<file path="config.mk">
export PLATFORM = sky130hd
export DESIGN_NAME = calendar_clock_advance_core_flat
export DESIGN_NICKNAME = d
export VERILOG_FILES = /design/src/cca_pkg.sv /design/src/cca_stream_if.sv /design/src/calendar_clock_advance_core.sv /design/src/flat_wrapper.sv
export VERILOG_INCLUDE_DIRS = /design/src /design/src/src
export SDC_FILE = /design/constraint.sdc
export NUM_CORES = 1
export LEC_CHECK = 0
export BUFFER_PORTS_ARGS = -buffer_cell sky130_fd_sc_hd__buf_4
export CAP_MARGIN = 15
export CORE_ASPECT_RATIO = 1.5
export CORE_MARGIN = 4
export CORE_UTILIZATION = 59
export DETAILED_ROUTE_END_ITERATION = 7
export PLACE_DENSITY = 0.73
export SYNTH_ARGS = -nofsm -noshare
export SYNTH_HDL_FRONTEND = slang
export SYNTH_SLANG_ARGS = --single-unit
</file>
<file path="constraint.sdc">
create_clock -name clk -period 3.35 [get_ports clk]
set_input_delay 0.335 -clock clk [delete_from_list [all_inputs] [get_ports clk]]
set_output_delay 0.335 -clock clk [all_outputs]
set_load 0.01 [all_outputs]
</file>
<file path="src/calendar_clock_advance_core_assert.svh">
// Assertion macros shared by the calendar clock RTL.
`ifndef CALENDAR_CLOCK_ADVANCE_CORE_ASSERT_SVH
`define CALENDAR_CLOCK_ADVANCE_CORE_ASSERT_SVH

// Same-cycle implication, checked on clk and disabled during rst.
`define CCA_ASSERT_NOW(label, ante, cons) \
  label: assert property (@(posedge clk) disable iff (rst) (ante) |-> (cons)) \
    else $error("calendar clock check failed");

// Next-cycle implication, checked on clk and disabled during rst.
`define CCA_ASSERT_NEXT(label, ante, cons) \
  label: assert property (@(posedge clk) disable iff (rst) (ante) |=> (cons)) \
    else $error("calendar clock check failed");

`endif

</file>
<file path="src/cca_pkg.sv">
// Types, constants and month table for the calendar clock.
package cca_pkg;

  localparam logic OP_ADVANCE = 1'b0;
  localparam logic OP_LOAD    = 1'b1;

  localparam logic [5:0] SEC_MAX   = 6'd59;
  localparam logic [6:0] SEC_WRAP  = 7'd60;
  localparam logic [5:0] MIN_MAX   = 6'd59;
  localparam logic [4:0] HOUR_MAX  = 5'd23;
  localparam logic [3:0] MONTH_MAX = 4'd12;
  localparam logic [6:0] YEAR_MAX  = 7'd99;
  localparam logic [3:0] MONTH_FEB = 4'd2;
  localparam logic [4:0] DAYS_LEAP_FEB = 5'd29;

  // Days per month, indexed by month code; codes without meaning read 31.
  localparam logic [4:0] MONTH_LEN [16] = '{
    5'd31, 5'd31, 5'd28, 5'd31, 5'd30, 5'd31, 5'd30, 5'd31,
    5'd31, 5'd30, 5'd31, 5'd30, 5'd31, 5'd31, 5'd31, 5'd31
  };

  typedef struct packed {
    logic       operation;
    logic [5:0] advance_seconds;
    logic [4:0] load_hour;
    logic [5:0] load_minute;
    logic [5:0] load_second;
    logic [4:0] load_day;
    logic [3:0] load_month;
    logic [6:0] load_year;
  } cca_req_t;

  typedef struct packed {
    logic [4:0] out_hour;
    logic [5:0] out_minute;
    logic [5:0] out_second;
    logic [4:0] out_day;
    logic [3:0] out_month;
    logic [6:0] out_year;
  } cca_rsp_t;

  // Month length; February gets 29 days when the year is a multiple of 4.
  function automatic logic [4:0] days_of(input logic [3:0] month, input logic [6:0] year);
    logic [4:0] len;
    len = MONTH_LEN[month];
    if (month == MONTH_FEB && year[1:0] == 2'b00) begin
      len = DAYS_LEAP_FEB;
    end
    return len;
  endfunction

endpackage

</file>
<file path="src/cca_stream_if.sv">
// Valid/ready stream interface carrying one payload struct.
interface cca_stream_if #(
  parameter type payload_t = logic
);
  logic     valid;
  logic     ready;
  payload_t payload;

  modport source (output valid, output payload, input ready);
  modport sink   (input valid, input payload, output ready);
endinterface

</file>
<file path="src/calendar_clock_advance_core.sv">
// Calendar clock top level: time-of-day and date keeper with load and advance.
//
//  channel | dir | payload    | transaction
//  --------+-----+------------+-------------------------------------------
//  req     | in  | cca_req_t  | load all six fields, or advance 0..59 s
//  rsp     | out | cca_rsp_t  | time and date after that request
//
// Throughput: one transaction per cycle while rsp.ready stays high; the whole carry chain
//   from seconds to year is one short combinational step.
// Path: an accepted request is held in the input register, then its response in the output register.
// Reset (rst, synchronous): pipeline empty, clock at 00:00:00, day 1, month 1,
//   year 0.
// Stalls: rsp.ready low holds the response register; req.ready falls only
//   when both the input and output registers are full and rsp is stalled.
module calendar_clock_advance_core
  import cca_pkg::*;
(
  input  logic          clk,
  input  logic          rst,
  cca_stream_if.sink    req,
  cca_stream_if.source  rsp
);

`include "calendar_clock_advance_core_assert.svh"

  // Pipeline registers
  cca_req_t in_item;
  logic     in_full;
  cca_rsp_t out_item;
  logic     out_full;

  // Clock state
  logic [5:0] cur_second;
  logic [5:0] cur_minute;
  logic [4:0] cur_hour;
  logic [4:0] cur_day;
  logic [3:0] cur_month;
  logic [6:0] cur_year;

  logic [5:0] cur_second_next;
  logic [5:0] cur_minute_next;
  logic [4:0] cur_hour_next;
  logic [4:0] cur_day_next;
  logic [3:0] cur_month_next;
  logic [6:0] cur_year_next;

  logic       pipe_adv;
  logic       step;
  logic [5:0] add_sec;
  logic [6:0] sec_sum;
  logic       sec_carry;
  logic [4:0] month_days;

  // Handshake: the output register frees the pipe when empty or taken.
  assign pipe_adv  = !out_full || rsp.ready;
  assign step      = in_full && pipe_adv;
  assign req.ready = !in_full || pipe_adv;

  assign rsp.valid   = out_full;
  assign rsp.payload = out_item;

  // Seconds: oversized advance saturates at 59; one minute carry at most.
  assign add_sec    = (in_item.advance_seconds > SEC_MAX) ? SEC_MAX : in_item.advance_seconds;
  assign sec_sum    = {1'b0, cur_second} + {1'b0, add_sec};
  assign sec_carry  = (sec_sum >= SEC_WRAP);
  assign month_days = days_of(cur_month, cur_year);

  always_comb begin
    cur_second_next = cur_second;
    cur_minute_next = cur_minute;
    cur_hour_next   = cur_hour;
    cur_day_next    = cur_day;
    cur_month_next  = cur_month;
    cur_year_next   = cur_year;
    if (in_item.operation == OP_LOAD) begin
      cur_second_next = in_item.load_second;
      cur_minute_next = in_item.load_minute;
      cur_hour_next   = in_item.load_hour;
      cur_day_next    = in_item.load_day;
      cur_month_next  = in_item.load_month;
      cur_year_next   = in_item.load_year;
    end else if (!sec_carry) begin
      cur_second_next = sec_sum[5:0];
    end else begin
      cur_second_next = 6'(sec_sum - SEC_WRAP);
      // Ripple: each field rolls over at (or past) its last valid value.
      if (cur_minute < MIN_MAX) begin
        cur_minute_next = cur_minute + 6'd1;
      end else begin
        cur_minute_next = '0;
        if (cur_hour < HOUR_MAX) begin
          cur_hour_next = cur_hour + 5'd1;
        end else begin
          cur_hour_next = '0;
          if (cur_day < month_days) begin
            cur_day_next = cur_day + 5'd1;
          end else begin
            cur_day_next = 5'd1;
            if (cur_month < MONTH_MAX) begin
              cur_month_next = cur_month + 4'd1;
            end else begin
              cur_month_next = 4'd1;
              cur_year_next  = (cur_year < YEAR_MAX) ? cur_year + 7'd1 : '0;
            end
          end
        end
      end
    end
  end

  // Control and clock state
  always_ff @(posedge clk) begin
    if (rst) begin
      in_full    <= 1'b0;
      out_full   <= 1'b0;
      cur_second <= '0;
      cur_minute <= '0;
      cur_hour   <= '0;
      cur_day    <= 5'd1;
      cur_month  <= 4'd1;
      cur_year   <= '0;
    end else begin
      if (req.valid && req.ready) begin
        in_full <= 1'b1;
      end else if (step) begin
        in_full <= 1'b0;
      end
      if (step) begin
        out_full   <= 1'b1;
        cur_second <= cur_second_next;
        cur_minute <= cur_minute_next;
        cur_hour   <= cur_hour_next;
        cur_day    <= cur_day_next;
        cur_month  <= cur_month_next;
        cur_year   <= cur_year_next;
      end else if (rsp.ready) begin
        out_full <= 1'b0;
      end
    end
  end

  // Payload registers
  always_ff @(posedge clk) begin
    if (req.valid && req.ready) begin
      in_item <= req.payload;
    end
    if (step) begin
      out_item.out_hour   <= cur_hour_next;
      out_item.out_minute <= cur_minute_next;
      out_item.out_second <= cur_second_next;
      out_item.out_day    <= cur_day_next;
      out_item.out_month  <= cur_month_next;
      out_item.out_year   <= cur_year_next;
    end
  end

  // A pending response always mirrors the clock state.
  `CCA_ASSERT_NOW(a_rsp_matches_state, out_full, (out_item.out_hour == cur_hour) && (out_item.out_minute == cur_minute) && (out_item.out_second == cur_second) && (out_item.out_day == cur_day) && (out_item.out_month == cur_month) && (out_item.out_year == cur_year))
  // Request side stalls only with both stages full and the response stalled.
  `CCA_ASSERT_NOW(a_stall_cause, !req.ready, in_full && out_full && !rsp.ready)
  // An advance with no seconds carry leaves the minute alone.
  `CCA_ASSERT_NEXT(a_no_carry_minute, step && (in_item.operation == OP_ADVANCE) && !sec_carry, cur_minute == $past(cur_minute))
  // A load puts the requested day and year in place.
  `CCA_ASSERT_NEXT(a_load_date, step && (in_item.operation == OP_LOAD), (cur_day == $past(in_item.load_day)) && (cur_year == $past(in_item.load_year)))

endmodule
</file>
<file path="src/flat_wrapper.sv">
// flat-port wrapper written by rule: the top's interface ports become plain ports
module calendar_clock_advance_core_flat import cca_pkg::*;
  (clk, rst, req_valid, req_payload, req_ready, rsp_valid, rsp_payload, rsp_ready);
  cca_stream_if req_i ();
  cca_stream_if rsp_i ();
  input  logic clk;
  input  logic rst;
  input wire logic [$bits(req_i.valid)-1:0] req_valid;
  input wire logic [$bits(req_i.payload)-1:0] req_payload;
  output wire logic [$bits(req_i.ready)-1:0] req_ready;
  output wire logic [$bits(rsp_i.valid)-1:0] rsp_valid;
  output wire logic [$bits(rsp_i.payload)-1:0] rsp_payload;
  input wire logic [$bits(rsp_i.ready)-1:0] rsp_ready;
  assign req_i.valid = req_valid;
  assign req_i.payload = req_payload;
  assign req_ready = req_i.ready;
  assign rsp_valid = rsp_i.valid;
  assign rsp_payload = rsp_i.payload;
  assign rsp_i.ready = rsp_ready;
  calendar_clock_advance_core u_core (.clk(clk), .rst(rst), .req(req_i), .rsp(rsp_i));
endmodule
</file>
==> flow_metrics.tcl <==
set metrics [dict create \
    worstSetupStartpoint "u_core.cur_month[0]$_SDFFE_PP1P_" \
    die_y_um 75.07 \
    period_share 0.7867 \
    worstPathCellList "inv_1 > ha_1 > nor3b_1 > ha_1 > o2111ai_1 > a2111oi_4 > o21ai_1 > o31ai_1" \
    row_count 24 \
    power.total_uw 779.6 \
    root_buffer "clkbuf_8" \
    min_path_type "in2reg" \
    grt_pass1_wl_mm 6.430 \
    synth.cell_area_um2 1769 \
    cts_num_sinks 34 \
    powerDensity_nw_per_um2 400.2 \
    core_area_um2 2883 \
    die_area_um2 3957 \
    cts_buffers 5 \
    synth_seq_cells 34 \
    stdcell_count 241 \
    finalSetupTns_ps 0 \
    critPathMaxFanout 6 \
    grt.total_usage 0.2181 \
    worst_slack_ps 714.7 \
    dr.pass1.iters 4 \
    crit_path_end_kind "register" \
    min_path_cells 3 \
    path_delay_family "compound AO/OA/AOI/OAI gates" \
    overflow 0 \
    layout_min_cycle_time_ps 2635 \
    path_common_cell "ha_1" \
    drt_wl_total_mm 3.783 \
    hold_violations 0 \
    grt_pass1_vias 1472 \
    placedCellCount 233 \
    final_cell_mix "dfxtp_1 (33), nor3_1 (18), a21oi_1 (14)" \
    io_buffers 6 \
    cpPeakStageDelay_ps 600 \
    route.vias.total 1500 \
    stdcell_area_um2 1948 \
    worst_pin_slew_ps 605.1 \
    max_freq_ghz 0.3795 \
    rsz0062_at_grt "no" \
    slowest_stage "a2111oi_4" \
    synthCells 193 \
    via_per_inst 6.224 \
    synth-edff-count 1 \
    h-tree-depth 2 \
    cp_data_required_time_ps 3540 \
    setup_viol 0 \
    ctsHoldBuffers 0 \
    path_depth 8 \
    holdWs_ps 260.6 \
    drt_iter0_drc 46 \
    clock_skew_ps 5.549 \
    clkLatencyLatePin_ps 280 \
    wl_per_cell_um 15.70 \
    post_cts_resized 0 \
    hpwl_mm 2.701 \
    gp_congestion 0.8551 \
    cts_tree "yes" \
    post-cts-setup-buffers 0 \
    synthFlopType "dfxtp_1" \
    cp.arrival_ps 2830 \
    path_buf_inv 1 \
    grt_max_degree 34 \
    vdd_ir_drop_max_uv 408.4 \
    worstSetupPathType "reg2reg" \
    synth_top_cell_by_area "dfxtp_1" \
    netlist.area_leader.share 0.3734 \
    status "complete, no violations" \
    pre_cts_ws_ps 753.7 \
    reg2reg_depth 8 \
    avgSynthCellArea_um2 9.167 \
    ant_nets 0 \
    syn2layout_area_growth_pct 10.11 \
    drive_gt1_frac 0.1386 \
    worstSetupStartpointType "register" \
    syn_nets 207 \
    synthArstFlopShare 0 \
    initial_core_util 0.6137 \
    finish.utilization 0.6758 \
    nNetsFinal 215 \
    leakagePower_nw 0.6715 \
    synthTopCellsByArea "dfxtp_1 (37%), ha_1 (6.4%), nor3_1 (5.1%), a21oi_1 (4.0%), nand3_1 (3.4%)" \
    clk_path_buf_depth 2 \
    antenna_found_initial 0 \
    hp-start "req_valid" \
    path_clk_slew_ps 70 \
    drv_cap 0 \
    synth_warnings 0 \
    drc 0 \
    layout_commonest_cell "dfxtp_1" \
    io_pins 8 \
    die_w_um 52.71 \
    place_area_um2 1839 \
    post_synth_num_cell_types 49 \
    max-slew-margin-rel 0.5951 \
    antenna_cells 0 \
    rr_startpoint "u_core.cur_month[0]$_SDFFE_PP1P_" \
    yosysSeqAreaShare 0.3904 \
    drv_slew 0 \
]
cells in the mapped netlist, types with 2 or more instances:
| master | count |
|---|---|
| and3_1 | 5 |
| o21ai_0 | 5 |
| nand2_1 | 13 |
| nand4_1 | 4 |
| dfxtp_1 | 33 |
| xor2_1 | 5 |
| o2111ai_1 | 3 |
| nor3_1 | 18 |
| nor2_1 | 8 |
| mux2i_1 | 2 |
| a21o_1 | 2 |
| o32ai_1 | 2 |
| xnor2_1 | 6 |
| o21ai_1 | 2 |
| a21oi_1 | 14 |
| ha_1 | 9 |
| clkbuf_1 | 4 |
| o21a_1 | 2 |
| or3_1 | 3 |
| inv_1 | 10 |
| nor2b_1 | 2 |
| a31o_2 | 2 |
| nand2b_1 | 2 |
| nand3_1 | 12 |
logic make-up (layout without fill, tap and decap cells):
group           Yosys count  count (layout)  synth area share
compound gates           46              46            0.2037
mux                       2               2           0.01132
fa+ha+maj                 9               9           0.06365
xor+xnor                 11              11           0.05445
buf+inv                  16              25           0.03889
flops                    34              34            0.3904
simple gates             75              75            0.2376
flip-flops by register name, indices dropped and copies added, names as in the netlist:
signal,cells
u_core.cur_day,5
u_core.cur_hour,5
u_core.cur_minute,6
u_core.cur_month,4
u_core.cur_second,4
u_core.cur_year,7
u_core.in_full,1
u_core.rsp.payload,1
u_core.rsp.valid,1
worst register-to-register path: stages (launching register included):
cell       delay, ps
dfxtp_1          430
inv_1             90
ha_1             220
nor3b_1          140
ha_1             290
o2111ai_1        220
a2111oi_4        600
o21ai_1          270
o31ai_1          280
worst paths after layout:
| path | to | slack (ps) |
|---|---|---|
| min reg2reg | u_core.cur_minute[1]$_SDFFE_PP0P_ | 480 |
| max | u_core.cur_year[0]$_SDFFE_PP0P_ | 710 |
| max reg2reg | u_core.cur_year[0]$_SDFFE_PP0P_ | 710 |
| min | u_core.in_full$_SDFFE_PP0P_ | 260 |
per-layer routing:
| metal | global-route usage | share of wire | routed length (um) | vias up |
|---|---|---|---|---|
| met3 | 0.05149 | 0.042 | 157 | 6 |
| met5 | 0 | 0 | 0 | - |
| met1 | 0.2522 | 0.42 | 1576 | 730 |
| met4 | 0.09943 | 0.017 | 65 | 0 |
| met2 | 0.3757 | 0.52 | 1984 | 29 |
| li1 | - | - | - | 735 |
area by class of cell:
cell class,instances,area (um2)
Timing Repair Buffer,7,52.55
Sequential cell,34,690.7
Tap cell,39,48.80
Fill cell,251,934.6
Multi-Input combinational cell,143,1010
Clock buffer,6,93.84
Inverter,10,37.54
Clock inverter,2,15.01
power breakdown:
part	switching [mW]	internal [mW]
Clock	0.156	0.191
Combinational	0.0133	0.00681
Sequential	0.00346	0.409
No activity file was read; power rests on OpenSTA's default activity.
